**src/rtl/kbc_pkg.sv**
```systemverilog
package kbc_pkg;

	localparam int unsigned BLOCK_W = 32;
	localparam int unsigned KEY_W = 64;
	localparam int unsigned ROUND_CNT_W = 10;
	localparam int unsigned CFG_IDX_W = 1;
	localparam int unsigned CELL_IDX_W = 11;
	localparam int unsigned MAX_ROUNDS_DEF = 528;
	localparam int unsigned DEC_ROUNDS = 528;
	localparam logic [31:0] NLF_TABLE = 32'h3A5C742E;
	localparam logic [ROUND_CNT_W-1:0] ROUND_COUNT_RST = ROUND_CNT_W'(528);

	localparam logic [CFG_IDX_W-1:0] REG_CIPHER_KEY = 1'b0;
	localparam logic [CFG_IDX_W-1:0] REG_ROUND_COUNT = 1'b1;

	typedef struct packed {
		logic                func;
		logic [BLOCK_W-1:0]  block;
	} kbc_word_t;

	function automatic logic [BLOCK_W-1:0] kbc_enc_round(
		input logic [BLOCK_W-1:0] x,
		input logic               k
	);
		logic [4:0] idx;
		logic       nb;
		idx = {x[31], x[26], x[20], x[9], x[1]};
		nb = NLF_TABLE[idx] ^ x[16] ^ x[0] ^ k;
		return {nb, x[BLOCK_W-1:1]};
	endfunction

	function automatic logic [BLOCK_W-1:0] kbc_dec_round(
		input logic [BLOCK_W-1:0] x,
		input logic               k
	);
		logic [4:0] idx;
		logic       nb;
		idx = {x[30], x[25], x[19], x[8], x[0]};
		nb = NLF_TABLE[idx] ^ x[15] ^ x[31] ^ k;
		return {x[BLOCK_W-2:0], nb};
	endfunction

endpackage

```
**src/rtl/kbc_round_cell.sv**
```systemverilog
module kbc_round_cell #(
	parameter int unsigned INDEX = 0,
	parameter int unsigned MAX_ROUNDS = kbc_pkg::MAX_ROUNDS_DEF
) (
	input  logic                                clk,
	input  logic                                arst_n,
	input  logic                                adv,
	input  logic [kbc_pkg::KEY_W-1:0]           cipher_key,
	input  logic [kbc_pkg::ROUND_CNT_W-1:0]     round_count,
	input  logic                                valid_in,
	input  kbc_pkg::kbc_word_t                  word_in,
	output logic                                valid_out,
	output kbc_pkg::kbc_word_t                  word_out
);
	import kbc_pkg::*;

	localparam bit ENC_ACTIVE = (INDEX < MAX_ROUNDS);
	localparam bit DEC_ACTIVE = (INDEX < DEC_ROUNDS);
	localparam int unsigned ENC_KEY_IDX = INDEX % KEY_W;
	localparam int unsigned DEC_KEY_IDX = (KEY_W + 15 - (INDEX % KEY_W)) % KEY_W;
	localparam logic [CELL_IDX_W-1:0] IDX = CELL_IDX_W'(INDEX);

	logic               valid_q;
	kbc_word_t          word_q;
	logic               enc_en;
	logic [BLOCK_W-1:0] block_nxt;

	assign enc_en = ENC_ACTIVE && ({1'b0, round_count} > IDX);

	always_comb begin
		block_nxt = word_in.block;
		if (word_in.func) begin
			if (DEC_ACTIVE) begin
				block_nxt = kbc_dec_round(word_in.block, cipher_key[DEC_KEY_IDX]);
			end
		end else if (enc_en) begin
			block_nxt = kbc_enc_round(word_in.block, cipher_key[ENC_KEY_IDX]);
		end
	end

	always_ff @(posedge clk or negedge arst_n) begin
		if (!arst_n) begin
			valid_q <= 1'b0;
		end else if (adv) begin
			valid_q <= valid_in;
		end
	end

	always_ff @(posedge clk) begin
		if (adv) begin
			word_q.func <= word_in.func;
			word_q.block <= block_nxt;
		end
	end

	assign valid_out = valid_q;
	assign word_out = word_q;

endmodule

```
**config.mk**
```make
export PLATFORM = sky130hd
export DESIGN_NAME = kbc_round_cell
export DESIGN_NICKNAME = d
export VERILOG_FILES = /design/src/rtl/kbc_pkg.sv /design/src/rtl/kbc_round_cell.sv
export SDC_FILE = /design/constraint.sdc
export NUM_CORES = 1
export LEC_CHECK = 0
export ABC_AREA = 1
export BUFFER_PORTS_ARGS = -buffer_cell sky130_fd_sc_hd__buf_2
export CAP_MARGIN = 10
export CORE_MARGIN = 5
export CORE_UTILIZATION = 40
export DETAILED_ROUTE_END_ITERATION = 10
export PLACE_DENSITY = 0.88
export RECOVER_POWER = 50
export SYNTH_ARGS = -nofsm -noshare
export SYNTH_HDL_FRONTEND = slang
export SYNTH_SLANG_ARGS = --single-unit
```
**constraint.sdc**
```tcl
create_clock -name clk -period 0.81 [get_ports clk]
set_input_delay 0.1215 -clock clk [delete_from_list [all_inputs] [get_ports clk]]
set_output_delay 0.1215 -clock clk [all_outputs]
set_load 0.05 [all_outputs]
```
-- Word-level counts from Yosys, hierarchy flattened
Memory sizes are Yosys's and may differ from the RTL's.
Index checks and enable logic that the tools add are counted.
Widths: inputs -> output; s select.
- bits in registers: 34
- memory bits (read-only): 64
- word-level logic and storage cells: 18
- memories: 2
- $lt $le $gt $ge: 3
- multiplexer cells: 4
- bitwise operators: 6
- memory list (name ; words ; bits a word ; read ports ; clocked after Yosys merged registers in ; write ports ; line ; RTL):
    (no name shown) ; 32 ; 1 ; 1 ; 0 ; 0 ; kbc_pkg.sv:28 ; nb = NLF_TABLE[idx] ^ x[16] ^ x[0] ^ k;
    (no name shown) ; 32 ; 1 ; 1 ; 0 ; 0 ; kbc_pkg.sv:39 ; nb = NLF_TABLE[idx] ^ x[15] ^ x[31] ^ k;
- operator list (cell ; count):
    $mux 32 ; 2
    $lt 5x6->1 const B ; 2
    $gt 10x1->1 const B ; 1
    $xor 1x1->1 ; 6
    $mux 1 ; 2

-- Longest topological paths before layout
- depth after elaboration: 7
- mapped depth: 11

-- Worst setup path after synthesis
No wires, ideal clock.
- path type: input-to-reg
- start: in round_count[2] (netlist name)
- end: reg word_q, in the netlist word_out[0], data pin
- library setup time: 0.254 ns
- arrival: 0.820 ns
- slack: -0.264 ns
- stages: 6
- buffers on the path: 1
- path through: nor2_1 -> and2_1 -> nand4_4 -> buf_2 -> o21ai_1 -> nand2_1
- cells in the longest elaborated chain, start to end: 3
- ends and longest elaborated chain (item ; line ; RTL):
    start: declaration ; kbc_round_cell.sv:9 ; input logic [kbc_pkg::ROUND_CNT_W-1:0] round_count,
    $gt 10x1->1 ; kbc_round_cell.sv:28 ; assign enc_en = ENC_ACTIVE && ({1'b0, round_count} > IDX);
    $mux 32 ; kbc_round_cell.sv:36 ; end else if (enc_en) begin
    $mux 32 ; kbc_round_cell.sv:32 ; if (word_in.func) begin
    named net block_nxt[0] ; kbc_round_cell.sv:26 ; logic [BLOCK_W-1:0] block_nxt;
    end: declaration ; kbc_round_cell.sv:24 ; kbc_word_t word_q;
The timed path passes the listed nets, and every way through them passes these cells.
A chain may end at the register's enable or synchronous reset.

-- Worst setup path after layout
- start: in round_count[3] (netlist name)
- end: reg word_q, in the netlist word_out[15], data pin
Same word-level chain as after synthesis.

==> results.yml <==
clock_network:
  clk_pin_slew_worst_paths_ns: 0.07
  htreeDepth: 2
  clk_latency_ns: 0.28
  cts_root_buf: "clkbuf_8"
  cts_tree: "done"
  clk_path_buf_depth: 2
  cts_buffers: 5
  cts.sink_count: 34
drt:
  drtIter0Drc: 274
  wl_per_cell_um: 14.9
  drc: 0
  via_count: 2167
  drt-total-wl_um: 6000
  viasPerCell: 5.36
  drtPass1Iterations: 5
  ant_nets: 0
critical_path:
  r2r_end: "valid_out"
  arrival_ns: 1.15
  crit_type: "primary input to flip-flop"
  r2r-start: "valid_out"
  crit_path_top_delay_cell: "a31oi_1"
  reg2reg_depth: 2
  endpoint_kind: "flip-flop"
  reg2reg_slack_ns: -0.10
  worstPathMaxFanout: 10
  worst_path_largest_cell_delay_ns: 0.18
  startpoint_type: "primary input"
  path_cells: "buf_2 -> nor2_4 -> and2_4 -> nand4_4 -> clkinv_4 -> clkbuf_16 -> nand2_1 -> a31oi_1"
  critPathRequiredTime_ns: 0.92
die:
  placementRows: 25
  die-area_um2: 6380
  dieHeight_um: 79.9
  start_util: 0.413
  die_w_um: 79.9
  io_pins: 145
  core_area_um2: 4720
power_and_ir_drop:
  ir_drop_mv: 0.685
  power_leakage_nw: 1.38
  p_per_area_nw_per_um2: 1740
status:
  violations: "negative setup slack"
  outcome: "finished, violations left"
global_route:
  grt_pass1_wl_um: 8730
  grt.overflow.total: 0
  grt_max_degree: 41
  grt_antenna_before_repair: 0
  grt_use_total: 0.173
  grt_pass1_vias: 2028
yosys:
  yosysWarnings: 0
  synth-async-reset-ratio: 0.0294
  yosysTopAreaCellShare: 0.508
  syn_area_per_cell_um2: 8.31
  yosysSeqAreaShare: 0.521
  synth_edf_count: 33
  synthMostInstantiatedCell: "nand2_1"
  synthCells: 235
  synthTopCellsByCount: "85 x nand2_1, 35 x nor2_1, 33 x edfxtp_1"
  synth_area_um2: 1950
  ys_types: 24
  yosys.area.top_type: "edfxtp_1"
  synth_area_leaders: "edfxtp_1 51%, nand2_1 16%, a31oi_1 9.6%, nor2_1 6.7%, nand3_1 3.1%"
  synth-main-ff-cell: "edfxtp_1"
  synth_nets: 346
  ys_seq_elements: 34
finish:
  utilization: 0.653
  diodes: 0
  multiInputGateArea_um2: 918
  synthToLayoutAreaGrowth_pct: 57.9
  nFillCells: 345
  layout.cells.non_filler: 404
  regArea_um2: 1020
  finish.instance_area_um2: 3080
  nets: 447
  drive_above_1_share: 0.389
place:
  dpl.cell_count: 392
  hpwl_um: 4050
  placed_area_um2: 2590
  port_buffers: 82
  place.gp.congestion: 0.761
sta:
  max_clock_freq_ghz: 0.963
  skew_ns: 0
  fin_crit_sh: 1.28
  rsz0062_at_grt: "yes"
  tns_ns: -9.43
  fin_ws_ns: -0.229
  tightest_slew_ns: 0.360
  holdWs_ns: 0.0839
  slew_viol_final: 0
  fin_crit_ns: 1.04
  finalHoldViolations: 0
  report.final.setup_viol: 67
  relSlewSlack: 0.760
run:
  maxCapViolCount: 0
worst_hold_path:
  whs_path_depth: 2
  hold_end: "valid_out"
  hold_path_class: "primary input to flip-flop"
  holdCritStartpoint: "valid_in"
## flip-flops by register name, summed over array words and instances, names as in the netlist
| register | flops |
|---|---|
| word_out | 33 |
| valid_out | 1 |
## report_power, final
group / internal (mW) / leakage, nW / total (mW) / switching [mW]
clock network: 0.920 / 0.0524 / 1.51 / 0.594
registers: 2.13 / 0.335 / 2.20 / 0.0727
logic: 0.610 / 0.991 / 1.64 / 1.03
total: 3.66 / 1.38 / 5.35 / 1.70
## through the flow
step | power, mW | setup slack, ns
3_3_place_gp | 3.53 | -0.399
5_1_grt | 5.55 | -0.247
6_report | 5.35 | -0.229
3_5_place_dp | 3.57 | -0.468
4_1_cts | 5.30 | -0.169
2_1_floorplan | 3.08 | -0.243
## layout by cell type (no fill, tap or decap), types with 2 or more instances in the layout
cell	n
buf_6	41
clkbuf_16	2
buf_4	13
buf_2	42
inv_1	10
edfxtp_1	33
nand3_1	12
a31oi_1	27
a31oi_4	3
nand2_2	8
buf_12	2
nand2_1	76
nor2_1	30
nand3b_1	3
clkbuf_1	6
o21ai_1	2
nor2_2	3
nor2_4	2
clkbuf_8	5
o211ai_1	2
## kinds of logic (layout without fill, tap and decap cells)
kind of cell,Yosys count,count (layout),share of synthesized area
compound gates,35,35,0.112
xor+xnor,2,2,0.00898
buf+inv,25,127,0.0628
flops,34,34,0.521
mux,1,1,0.00577
simple gates,138,138,0.290
## routing by layer
metal | part of all wire | up-vias | track usage
met3 | 0.085 | 34 | 0.0440
met2 | 0.52 | 142 | 0.313
met4 | 0.040 | 0 | 0.0760
met1 | 0.36 | 985 | 0.190
li1 | - | 1006 | -
met5 | 0 | - | 0
## worst max-delay path by stage
stage / to / from / cells past startpoint / slack (ns)
5_1_grt: word_out[21] / round_count[2] / 8 / -0.25
4_1_cts: word_out[3] / word_out[3] / 1 / -0.17
3_5_place_dp: word_out[26] / round_count[9] / 8 / -0.47
2_1_floorplan: word_out[0] / round_count[9] / 6 / -0.24
3_3_place_gp: word_out[27] / round_count[9] / 7 / -0.40
6_report: word_out[15] / round_count[3] / 8 / -0.23
## cell type report
cell class,count,area share
clock buffer,7,0.0248
clock inverter,1,0.00974
inverter,12,0.0162
multi-input combinational,176,0.298
sequential,34,0.330
tap,67,0.0272
timing repair buffer,107,0.294
## worst max-delay path, delay by kind of cell
family / cells / cell delay (ns)
AOI/OAI and AO/OA: 1 / 0.18
buffers and inverters: 3 / 0.41
and+or+nand+nor: 4 / 0.44
## repair_timing
item | CTS | global route
gates resized for setup | 81 | 20
hold buffers | 1 | 0
setup endpoints to repair | 66 | 67
pin swaps | 5 | 3
endpoints found under the hold margin | 1 | 0
gates cloned | 0 | 2
buffers inserted | 0 | 1
No activity file was read; power rests on OpenSTA's default activity.
