--- src/rtl/kbc_pkg.sv ---
package kbc_pkg;

	localparam int unsigned BLOCK_W = 32;
	localparam int unsigned KEY_W = 64;
	localparam int unsigned ROUND_CNT_W = 10;
	localparam int unsigned CFG_IDX_W = 1;
	localparam int unsigned CELL_IDX_W = 11;
	localparam int unsigned MAX_ROUNDS_DEF = 528;
	localparam int unsigned DEC_ROUNDS = 528;
	localparam logic [31:0] NLF_TABLE = 32'h3A5C742E;
	localparam logic [ROUND_CNT_W-1:0] ROUND_COUNT_RST = ROUND_CNT_W'(528);

	localparam logic [CFG_IDX_W-1:0] REG_CIPHER_KEY = 1'b0;
	localparam logic [CFG_IDX_W-1:0] REG_ROUND_COUNT = 1'b1;

	typedef struct packed {
		logic                func;
		logic [BLOCK_W-1:0]  block;
	} kbc_word_t;

	function automatic logic [BLOCK_W-1:0] kbc_enc_round(
		input logic [BLOCK_W-1:0] x,
		input logic               k
	);
		logic [4:0] idx;
		logic       nb;
		idx = {x[31], x[26], x[20], x[9], x[1]};
		nb = NLF_TABLE[idx] ^ x[16] ^ x[0] ^ k;
		return {nb, x[BLOCK_W-1:1]};
	endfunction

	function automatic logic [BLOCK_W-1:0] kbc_dec_round(
		input logic [BLOCK_W-1:0] x,
		input logic               k
	);
		logic [4:0] idx;
		logic       nb;
		idx = {x[30], x[25], x[19], x[8], x[0]};
		nb = NLF_TABLE[idx] ^ x[15] ^ x[31] ^ k;
		return {x[BLOCK_W-2:0], nb};
	endfunction

endpackage

--- src/rtl/kbc_out_buf.sv ---
module kbc_out_buf (
	input  logic                          clk,
	input  logic                          arst_n,
	input  logic                          tail_valid,
	input  logic [kbc_pkg::BLOCK_W-1:0]   tail_block,
	output logic                          adv,
	output logic                          out_valid,
	input  logic                          out_ready,
	output logic [kbc_pkg::BLOCK_W-1:0]   block_out
);
	import kbc_pkg::*;

	logic               out_valid_q;
	logic [BLOCK_W-1:0] out_block_q;
	logic               skid_valid_q;
	logic [BLOCK_W-1:0] skid_block_q;
	logic               push;
	logic               out_free;

	assign adv = !skid_valid_q;
	assign push = tail_valid && adv;
	assign out_free = !out_valid_q || out_ready;

	always_ff @(posedge clk or negedge arst_n) begin
		if (!arst_n) begin
			out_valid_q <= 1'b0;
			skid_valid_q <= 1'b0;
		end else begin
			if (out_free) begin
				out_valid_q <= skid_valid_q || push;
				skid_valid_q <= 1'b0;
			end else if (push) begin
				skid_valid_q <= 1'b1;
			end
		end
	end

	always_ff @(posedge clk) begin
		if (out_free) begin
			out_block_q <= skid_valid_q ? skid_block_q : tail_block;
		end else if (push) begin
			skid_block_q <= tail_block;
		end
	end

	assign out_valid = out_valid_q;
	assign block_out = out_block_q;

	skid_implies_out: assert property (@(posedge clk) disable iff (!arst_n)
		skid_valid_q |-> out_valid_q)
		else $error("Skid word held while output register is empty.");

	skid_fills_on_stall: assert property (@(posedge clk) disable iff (!arst_n)
		push && out_valid_q && !out_ready |=> skid_valid_q)
		else $error("Word from the chain was lost during an output stall.");

	skid_drains: assert property (@(posedge clk) disable iff (!arst_n)
		skid_valid_q && out_ready |=> out_valid_q && !skid_valid_q)
		else $error("Skid word did not move to the output register.");

endmodule

--- config.mk ---
export PLATFORM = sky130hd
export DESIGN_NAME = kbc_out_buf
export DESIGN_NICKNAME = d
export VERILOG_FILES = /design/src/rtl/kbc_pkg.sv /design/src/rtl/kbc_out_buf.sv
export SDC_FILE = /design/constraint.sdc
export NUM_CORES = 1
export LEC_CHECK = 0
export BUFFER_PORTS_ARGS = -buffer_cell sky130_fd_sc_hd__clkbuf_2
export CORE_MARGIN = 1.5
export CORE_UTILIZATION = 51
export DETAILED_ROUTE_END_ITERATION = 8
export PLACE_DENSITY = 0.82
export SLEW_MARGIN = 25
export SYNTH_ARGS = -nofsm -noshare
export SYNTH_HDL_FRONTEND = slang
export SYNTH_SLANG_ARGS = --single-unit
export TNS_END_PERCENT = 100
--- constraint.sdc ---
create_clock -name clk -period 5 [get_ports clk]
set_input_delay 0.75 -clock clk [delete_from_list [all_inputs] [get_ports clk]]
set_output_delay 0.75 -clock clk [all_outputs]
set_load 0.01 [all_outputs]
======== Word-level counts from Yosys, hierarchy flattened ========
Cells that the tools add are included.
word-level totals
  register bits ........................... 66
  input port bits ......................... 36
  output and inout port bits .............. 34
  word-level logic and storage cells ...... 15
cells by class
  muxes and demuxes ....................... 3
  bitwise logic cells ..................... 1
  reductions and logical operators ........ 7
operator list
  kind                 number
  two-way mux 32 bit   1
  logical NOT 1 bit    2
  logical OR 1 bit     2
  two-way mux 1 bit    2
  AND reduction 2 bit  1
  nonzero test 2 bit   1
  logical AND 1 bit    1
  NOT 1 bit            1

======== Depth between registers and ports, before layout ========
Gate-level depths: netlist of run 1.
  depth after elaboration ................. 4
  mapped depth ............................ 4
  gate-level depth less buffers ........... 2

======== Worst setup path after synthesis of run 1 ========
OpenSTA, ideal clock, no wires.
  path type ............................... input to register
  start point ............................. input out_ready
  end point ............................... register skid_block_q[0], enable pin
  library setup time ...................... 0.468 ns
  data arrival time ....................... 4.057 ns
  data required time ...................... 4.532 ns
  setup slack ............................. 0.475 ns
  cell stages on the path ................. 2
  buffers on the path ..................... 0
  path through ............................ nand2b_1 -> nor3b_1
on the way
  longest elaborated chain between the ends .. 3
ends and longest elaborated chain
  item                                  RTL line           text
  from (decl)                           kbc_out_buf.sv:8   input logic out_ready,
  logical OR 1 bit                      kbc_out_buf.sv:22  assign out_free = !out_valid_q || out_ready;
  NOT 1 bit (no source line)            --
  AND reduction 2 bit (no source line)  --
  to (signal assigned)                  kbc_out_buf.sv:42  skid_block_q <= tail_block;
  to (decl)                             kbc_out_buf.sv:16  logic [BLOCK_W-1:0] skid_block_q;
No other way between the ends.
A chain may end at the register's enable or synchronous reset.

======== Worst setup path after layout of run 1 ========
  start point ............................. input out_ready
  end point ............................... register skid_block_q[26], enable pin
on the way
  longest elaborated chain between the ends .. 3
ends and longest elaborated chain
  item                                  RTL line           text
  logical OR 1 bit                      kbc_out_buf.sv:22
  via out_free                          kbc_out_buf.sv:18  logic out_free;
  NOT 1 bit (no source line)            --
  AND reduction 2 bit (no source line)  --
The timed path passes the listed nets, and every way through them passes these cells.

==> results of run 1 <==
## per-layer routing
layer / vias to the layer above / global-route usage / wire (um)
met5: - / 0 / 0
met4: 0 / 0.101 / 93
met3: 8 / 0.0549 / 220
met2: 44 / 0.254 / 2010
met1: 580 / 0.202 / 1720
li1: 578 / - / -
## registers in the layout, indices dropped and copies added, names as in the netlist
signal	flops
skid_block_q	32
skid_valid_q	1
block_out	32
out_valid	1
## cell usage after synthesis
| cell type | n |
|---|---|
| nor2_1 | 2 |
| mux2_4 | 27 |
| nor3b_1 | 1 |
| buf_12 | 2 |
| nand2b_1 | 1 |
| inv_1 | 1 |
| buf_6 | 1 |
| edfxtp_1 | 64 |
| buf_8 | 1 |
| nand2_1 | 1 |
| dfrtp_1 | 2 |
| mux2_2 | 5 |
## kinds of logic after synthesis
logic type | count (synthesis) | share of synthesized area
buf+inv | 5 | 0.0277
mux | 32 | 0.183
simple gates | 5 | 0.00990
flops | 66 | 0.780
## critical path, delay by kind of cell
kind | cells | cell delay (ps)
buffers and inverters | 2 | 470
and+or+nand+nor | 2 | 1380
## final cells by class
| class | count | area (um^2) |
|---|---|---|
| tap | 67 | 83.8 |
| sequential | 66 | 1970 |
| inverter | 1 | 3.75 |
| clock buffer | 16 | 170 |
| timing repair buffer | 70 | 353 |
| multi-input combinational | 37 | 500 |
| fill | 351 | 1670 |
## stage by stage
stage	cell area, um^2	power [uW]
floorplan	2530	755
global placement	2910	796
detailed placement	2910	802
CTS	3080	1190
global route	3080	1220
finish	3080	1170
## worst paths after layout
kind / endpoint / cells past startpoint
max: skid_block_q[26]$_DFFE_PP_ / 4
min: skid_valid_q$_DFFE_PN0P_ / 1
max reg2reg: skid_block_q[26]$_DFFE_PP_ / 3
min reg2reg: block_out[14]$_DFFE_PP_ / 1
max in group asynchronous: skid_valid_q$_DFFE_PN0P_ / 1
min in group clk: block_out[14]$_DFFE_PP_ / 1
## report_power, final
part           total (uW)  internal [uW]  switching, uW  leakage [uW]
Clock                 385            209            177     0.0000850
Combinational         114           62.9           51.6      0.000528
Sequential            675            654           20.5      0.000636
==> impl_metrics.yaml, run 1 <==
drt:
  drt_iter0_markers: 85
  via_per_inst: 4.71
  routed_wl_um: 4050
  postRouteAntennaNets: 0
  vias: 1210
  routedWlPerCell_um: 15.7
  drc: 0
  dr.pass1.iters: 4
setup_path:
  worstPathRequired_ps: 5000
  cpPeakStageDelay_ps: 770
  worstSetupStartpoint: "out_ready"
  r2r_start: "out_valid$_DFFE_PN0P_"
  start_kind: "input port"
  cp_data_arrival_time_ps: 2620
  reg2reg_slack_ps: 2630
  worstPathMaxFanout: 35
  critical_path_class: "input port to register"
  crit_chain: "clkbuf_2 -> nand2b_2 -> nor3b_4 -> buf_4"
  end_kind: "register"
  cp_slowest_cell: "nor3b_4"
floorplan:
  core.rowCount: 25
  start_util: 0.532
  ioPinCount: 70
  die_h_um: 73.4
  die_w_um: 73.4
  die_area_um2: 5390
  core_um2: 4750
power:
  power.density_nw_per_um2: 381
  p_leak_uw: 0.00125
  ir_drop_mv: 0.225
sta:
  setup_viol: 0
  layout_setup_ws_ps: 2390
  finalHoldViolCount: 0
  min_period_over_period: 0.523
  setup_tns_ps: 0
  drv_slew: 0
  whs_ps: 196
  tightest_slew_ps: 1030
  fmax_mhz: 382
  layout_min_cycle_time_ps: 2610
  rsz0062_at_grt: "no"
  relSlewSlack: 0.316
  skew_ps: 8.06
clock_network:
  clkTransAtPathRegs_ps: 60
  hold_buffers: 0
  cts_tree: "done"
  cts_resized: 0
  cts-root-buf: "clkbuf_8"
  clock_latency_ps: 330
  cts_buffers: 9
  cts_sinks: 66
  post_cts_buffers: 0
  clockBufferDepth: 2
  htree_levels: 3
synthesis:
  ys_seq_elements: 66
  synth_cell_types: 12
  syn_area_um2: 2530
  yosys-top-cells-area: "edfxtp_1 (76%), mux2_4 (16%), mux2_2 (2.2%), dfrtp_1 (2.0%), buf_12 (1.6%)"
  synth_nets: 144
  yosysSeqAreaShare: 0.780
  yosysWarnings: 0
  netlist_instances: 108
  syn_area_per_cell_um2: 23.4
  yosys.area.top_type: "edfxtp_1"
  synth_top_area_share: 0.760
grt:
  grt_pass1_wl_um: 6130
  grtUsageTotal: 0.165
  grt_pass1_vias: 1243
  antenna_found_initial: 0
  grt_max_degree: 36
  overflow: 0
finish:
  layout_common_cells: "clkbuf_2 (69), edfxtp_1 (64), mux2_4 (27), clkbuf_8 (11)"
  stdcell_count: 257
  fin_nets: 221
  final_common_cell: "clkbuf_2"
  syn_to_final_growth_pct: 22.0
  diodes: 0
  drive_above_1_share: 0.611
  final_core_util: 0.649
job:
  cap_viol_max_count: 0
placement:
  hpwl_um: 2790
  place_congestion: 0.680
  dpl_worst_slack_ps: 1740
  dpl.cell_count: 241
  port_buffers: 69
status:
  status: "finished, final reports clean"
min_path:
  hp-class: "input port to async pin"
No activity file was read; power rests on OpenSTA's default activity.
==> inputs of run 2 (changes only) <==
--- a/config.mk
+++ b/config.mk
@@ -5,11 +5,12 @@
 export SDC_FILE = /design/constraint.sdc
 export NUM_CORES = 1
 export LEC_CHECK = 0
+export ABC_AREA = 1
 export BUFFER_PORTS_ARGS = -buffer_cell sky130_fd_sc_hd__clkbuf_2
 export CORE_MARGIN = 1.5
-export CORE_UTILIZATION = 51
+export CORE_UTILIZATION = 46
 export DETAILED_ROUTE_END_ITERATION = 8
-export PLACE_DENSITY = 0.82
+export PLACE_DENSITY = 0.79
 export SLEW_MARGIN = 25
 export SYNTH_ARGS = -nofsm -noshare
 export SYNTH_HDL_FRONTEND = slang
==> constraint.sdc (replaced) <==
create_clock -name clk -period 2.3 [get_ports clk]
set_input_delay 0.345 -clock clk [delete_from_list [all_inputs] [get_ports clk]]
set_output_delay 0.345 -clock clk [all_outputs]
set_load 0.01 [all_outputs]
==> impl_metrics.yaml, run 2 <==
status:
  status: "finished, final reports clean"
setup_path:
  end_kind: "register"
  cp_data_arrival_time_ps: 1680
  worstPathMaxFanout: 34
  start_kind: "register"
  critical_path_class: "register to register"
  reg2reg_depth: 4
  worstPathRequired_ps: 2330
min_path:
  holdPathStages: 1
  hp-class: "input port to register"
placement:
  placed_area_um2: 2890
  place_congestion: 0.732
  port_buffers: 69
  hpwl_um: 2720
clock_network:
  htree_levels: 3
  cts_buffers: 9
  cts_resized: 0
  clkTransAtPathRegs_ps: 60
  cts_sinks: 66
  post_cts_buffers: 0
  cts-root-buf: "clkbuf_8"
  cts_tree: "done"
  hold_buffers: 1
  clock_latency_ps: 320
  clockBufferDepth: 2
synthesis:
  synth_top_family_by_area: "simple AND/OR/NAND/NOR gates"
  synth_common_cells: "nand2_1 (84), edfxtp_1 (64), nand2_2 (15), buf_6 (3), nor2_1 (3)"
  yosysSeqAreaShare: 0.790
  yosysWarnings: 0
  synth_fa_ha_area_frac: 0
  syn_area_per_cell_um2: 14.1
  ys.flop_type: "edfxtp_1"
  yosys-top-cells-area: "edfxtp_1 (77%), nand2_1 (13%), nand2_2 (3.8%), dfrtp_1 (2.0%), buf_12 (1.6%)"
  synth_top_area_share: 0.770
  syn_area_um2: 2500
  synth_edf_count: 64
  synth_nets: 213
  async_flop_share: 0.0303
  netlist_instances: 177
  synth_compound_area_frac: 0
  synthSimpleGateAreaFrac: 0.168
  muxShareOfSynthArea: 0
  yosysMostFrequentCell: "nand2_1"
  ys_seq_elements: 66
  synth_cell_types: 10
  yosys.area.top_type: "edfxtp_1"
  synthXorXnorAreaFrac: 0
drt:
  dr.pass1.iters: 4
  drt_iter0_markers: 127
  drc: 0
  via_per_inst: 4.48
  postRouteAntennaNets: 0
  routedWlPerCell_um: 12.5
  routed_wl_um: 4050
  vias: 1456
sta:
  drv_slew: 0
  rsz0062_at_grt: "no"
  relSlewSlack: 0.725
  tightest_slew_ps: 412
  min_period_over_period: 0.718
  setup_tns_ps: 0
  layout_min_cycle_time_ps: 1650
  setup_viol: 0
  skew_ps: 2.77
  fmax_mhz: 605
  finalHoldViolCount: 0
grt:
  overflow: 0
  grt_max_degree: 35
  grtUsageTotal: 0.153
  grt_pass1_vias: 1370
  grt_pass1_wl_um: 6490
  antenna_found_initial: 0
floorplan:
  die_area_um2: 5880
  die_w_um: 76.7
  ioPinCount: 70
  core.rowCount: 26
  start_util: 0.483
  core_um2: 5170
  die_h_um: 76.7
finish:
  multiInputGateArea_um2: 430
  final_area_um2: 3030
  drive_above_1_share: 0.388
  layout_common_cells: "nand2_1 (83), clkbuf_2 (69), edfxtp_1 (64), nand2_2 (16), clkbuf_8 (9)"
  diodes: 0
  final_common_cell: "nand2_1"
  register_area_um2: 1970
  fin_nets: 290
  syn_to_final_growth_pct: 21.4
  fillCellCount: 411
job:
  cap_viol_max_count: 0
power:
  power.density_nw_per_um2: 804
  p_leak_uw: 0.00132
  ir_drop_mv: 0.408
-- run 2: cell count changes after synthesis, moves of 2 or more --
| cell | previous run | this run |
|---|---|---|
| nand2_1 | 1 | 84 |
| buf_4 | 0 | 2 |
| mux2_4 | 27 | 0 |
| buf_6 | 1 | 3 |
| mux2_2 | 5 | 0 |
| nand2_2 | 0 | 15 |
-- run 2: final cells by class --
type,count,area share
clock inverters,3,0.00372
flip-flops and latches,66,0.651
inverters,2,0.00495
multi-input cells,102,0.142
well taps,70,0.0289
repair buffers,73,0.129
clock buffers,9,0.0409
-- run 2: where the power goes --
| group | total, uW | leakage [uW] | switching, uW | internal [uW] |
|---|---|---|---|---|
| clock | 721 | 0.0000694 | 366 | 355 |
| combinational | 260 | 0.000614 | 162 | 98.1 |
| sequential | 1450 | 0.000641 | 25.6 | 1430 |
| total | 2440 | 0.00132 | 554 | 1880 |
-- run 2: layer usage --
layer  up-vias  track usage  part of all wire
met5         -            0                 0
met4         0        0.109             0.027
met3        10       0.0369             0.041
met2        43        0.245              0.50
met1       661        0.182              0.43
li1        742            -                 -
-- run 2: logic make-up (layout without fill, tap and decap cells) --
| group | count (synthesis) | in the layout |
|---|---|---|
| buf+inv | 9 | 87 |
| simple gates | 102 | 102 |
| flops | 66 | 66 |
-- run 2: critical path, stage by stage (launching register included) --
cell and delay, ps:
dfrtp_1 440, inv_8 220, nand2_1 130, nor2_4 340, buf_12 220
-- run 2: metrics by stage --
stage	power [uW]	utilization	hold WS (ps)	worst slack [ps]	cells
detailed placement	1740	0.558	136	623	312
floorplan	1630	-	49.4	112	177
finish	2440	0.586	219	648	325
CTS	2460	0.586	203	616	325
global route	2540	0.586	203	528	325
global placement	1740	0.558	135	682	312
-- run 2: worst paths after layout --
check | slack (ps) | startpoint | end
max | 650 | skid_valid_q$_DFFE_PN0P_ | skid_block_q[12]$_DFFE_PP_
min | 220 | tail_block[12] | skid_block_q[12]$_DFFE_PP_
max reg2reg | 650 | skid_valid_q$_DFFE_PN0P_ | skid_block_q[12]$_DFFE_PP_
min reg2reg | 520 | skid_block_q[0]$_DFFE_PP_ | block_out[0]$_DFFE_PP_
max in group asynchronous | 1850 | arst_n | skid_valid_q$_DFFE_PN0P_
min in group asynchronous | 350 | arst_n | out_valid$_DFFE_PN0P_
==> inputs of run 3 (changes only) <==
--- a/config.mk
+++ b/config.mk
@@ -5,12 +5,12 @@
 export SDC_FILE = /design/constraint.sdc
 export NUM_CORES = 1
 export LEC_CHECK = 0
-export ABC_AREA = 1
+export ABC_AREA = 0
 export BUFFER_PORTS_ARGS = -buffer_cell sky130_fd_sc_hd__clkbuf_2
 export CORE_MARGIN = 1.5
 export CORE_UTILIZATION = 46
 export DETAILED_ROUTE_END_ITERATION = 8
-export PLACE_DENSITY = 0.79
+export PLACE_DENSITY = 0.78
 export SLEW_MARGIN = 25
 export SYNTH_ARGS = -nofsm -noshare
 export SYNTH_HDL_FRONTEND = slang
==> constraint.sdc (replaced) <==
create_clock -name clk -period 1.45 [get_ports clk]
set_input_delay 0.2175 -clock clk [delete_from_list [all_inputs] [get_ports clk]]
set_output_delay 0.2175 -clock clk [all_outputs]
set_load 0.01 [all_outputs]
==> impl_metrics.yaml, run 3 (synthesis gave the netlist of run 1 again) <==
floorplan:
  die_w_um: 77.1
  core_um2: 5200
  die_area_um2: 5950
  ioPinCount: 70
  die_h_um: 77.1
  core.rowCount: 26
  start_util: 0.486
sta:
  setup_tns_ps: 0
  tightest_slew_ps: 297
  rsz0062_at_grt: "no"
  layout_min_cycle_time_ps: 1380
  min_period_over_period: 0.949
  fmax_mhz: 727
  finalHoldViolCount: 0
  drv_slew: 0
  relSlewSlack: 0.802
  skew_ps: 3.12
  setup_viol: 0
finish:
  fillCellCount: 402
  fin_nets: 233
  final_common_cell: "clkbuf_2"
  syn_to_final_growth_pct: 26.8
  drive_above_1_share: 0.629
  stdcell_count: 272
  multiInputGateArea_um2: 505
  diodes: 0
  register_area_um2: 1970
  layout_common_cells: "clkbuf_2 (69), edfxtp_1 (64), mux2_4 (27), clkbuf_8 (9), buf_4 (9)"
clock_network:
  clock_latency_ps: 330
  cts-root-buf: "clkbuf_8"
  cts_buffers: 9
  cts_sinks: 66
  cts_tree: "done"
  clkTransAtPathRegs_ps: 60
  htree_levels: 3
  cts_resized: 0
  clockBufferDepth: 2
setup_path:
  end_kind: "register"
  worstPathRequired_ps: 1480
  worstPathMaxFanout: 11
  critPathTopFamily: "flip-flops"
  critical_path_class: "register to register"
  cp_slowest_cell: "dfrtp_2"
  path_buf_inv: 2
  cp_data_arrival_time_ps: 1400
  start_kind: "register"
  worstSetupStartpoint: "skid_valid_q$_DFFE_PN0P_"
  cpPeakStageDelay_ps: 440
  r2r_start: "skid_valid_q$_DFFE_PN0P_"
  crit_chain: "buf_12 -> nor3b_4 -> buf_4"
grt:
  grt_pass1_wl_um: 6400
  grt_pass1_vias: 1320
  antenna_found_initial: 0
  overflow: 0
  grt_max_degree: 25
  grtUsageTotal: 0.145
drt:
  dr.pass1.iters: 4
  routed_wl_um: 4020
  vias: 1259
  routedWlPerCell_um: 14.8
  drt_iter0_markers: 74
  postRouteAntennaNets: 0
  via_per_inst: 4.63
  drc: 0
placement:
  dpl.cell_count: 253
  place_congestion: 0.664
  hpwl_um: 2980
  port_buffers: 69
power:
  total_power_uw: 3990
  ir_drop_mv: 0.642
  power.density_nw_per_um2: 1240
  p_leak_uw: 0.00132
job:
  cap_viol_max_count: 0
min_path:
  hp-class: "input port to register"
  hold_start: "tail_block[29]"
status:
  status: "finished, final reports clean"
[run 3: changes by cell type in the layout (fill, tap and decap cells not counted), moves of 2 or more]
cell      change
mux2_2        +5
nand2_1      -82
buf_12        +2
buf_4         +7
clkinv_2      +2
clkbuf_1      +2
mux2_4       +27
nand2_2      -16
[run 3: report_power, final]
| part | internal [uW] | switching [uW] | leakage, uW |
|---|---|---|---|
| clock network | 597 | 617 | 0.0000796 |
| logic | 258 | 217 | 0.000604 |
| registers | 2250 | 41.0 | 0.000636 |
| total | 3110 | 875 | 0.00132 |
[run 3: layer usage]
layer	share of wire	GRT usage	vias to the layer above
li1	-	-	605
met1	0.42	0.167	602
met2	0.49	0.230	46
met3	0.075	0.0655	6
met4	0.016	0.0691	0
met5	0	0	-
[run 3: metrics by stage]
step                      instance area (um^2)   util  hold slack, ps  setup slack, ps
final                                     3210  0.616            80.2             74.2
after global routing                      3210  0.616            58.1             16.9
after CTS                                 3210  0.616            62.1             76.8
after detailed placement                  3020  0.579            6.51              155
after global placement                    3020  0.579            3.90              177
after floorplan                           2550      -           -78.1             -567
[run 3: cell type report]
| type | count | area share |
|---|---|---|
| Multi-Input combinational cell | 37 | 0.158 |
| Tap cell | 70 | 0.0273 |
| Sequential cell | 66 | 0.616 |
| Clock buffer | 11 | 0.0410 |
| Timing Repair Buffer | 82 | 0.151 |
| Clock inverter | 5 | 0.00664 |
| Inverter | 1 | 0.00117 |
[run 3: timing repair]
| item | in CTS | in global routing |
|---|---|---|
| endpoints found under the setup margin | 1 | 0 |
| buffers inserted | 2 | 0 |
| endpoints found under the hold margin | 2 | 0 |
| hold buffers | 1 | 0 |
[run 3: worst paths after layout]
check,to,slack (ps),cells past startpoint
max reg2reg,skid_block_q[11]$_DFFE_PP_,70,3
max in group asynchronous,skid_valid_q$_DFFE_PN0P_,1140,2
min in group asynchronous,skid_valid_q$_DFFE_PN0P_,200,2
min reg2reg,block_out[19]$_DFFE_PP_,550,1
max,skid_block_q[11]$_DFFE_PP_,70,3
min,skid_block_q[29]$_DFFE_PP_,80,1
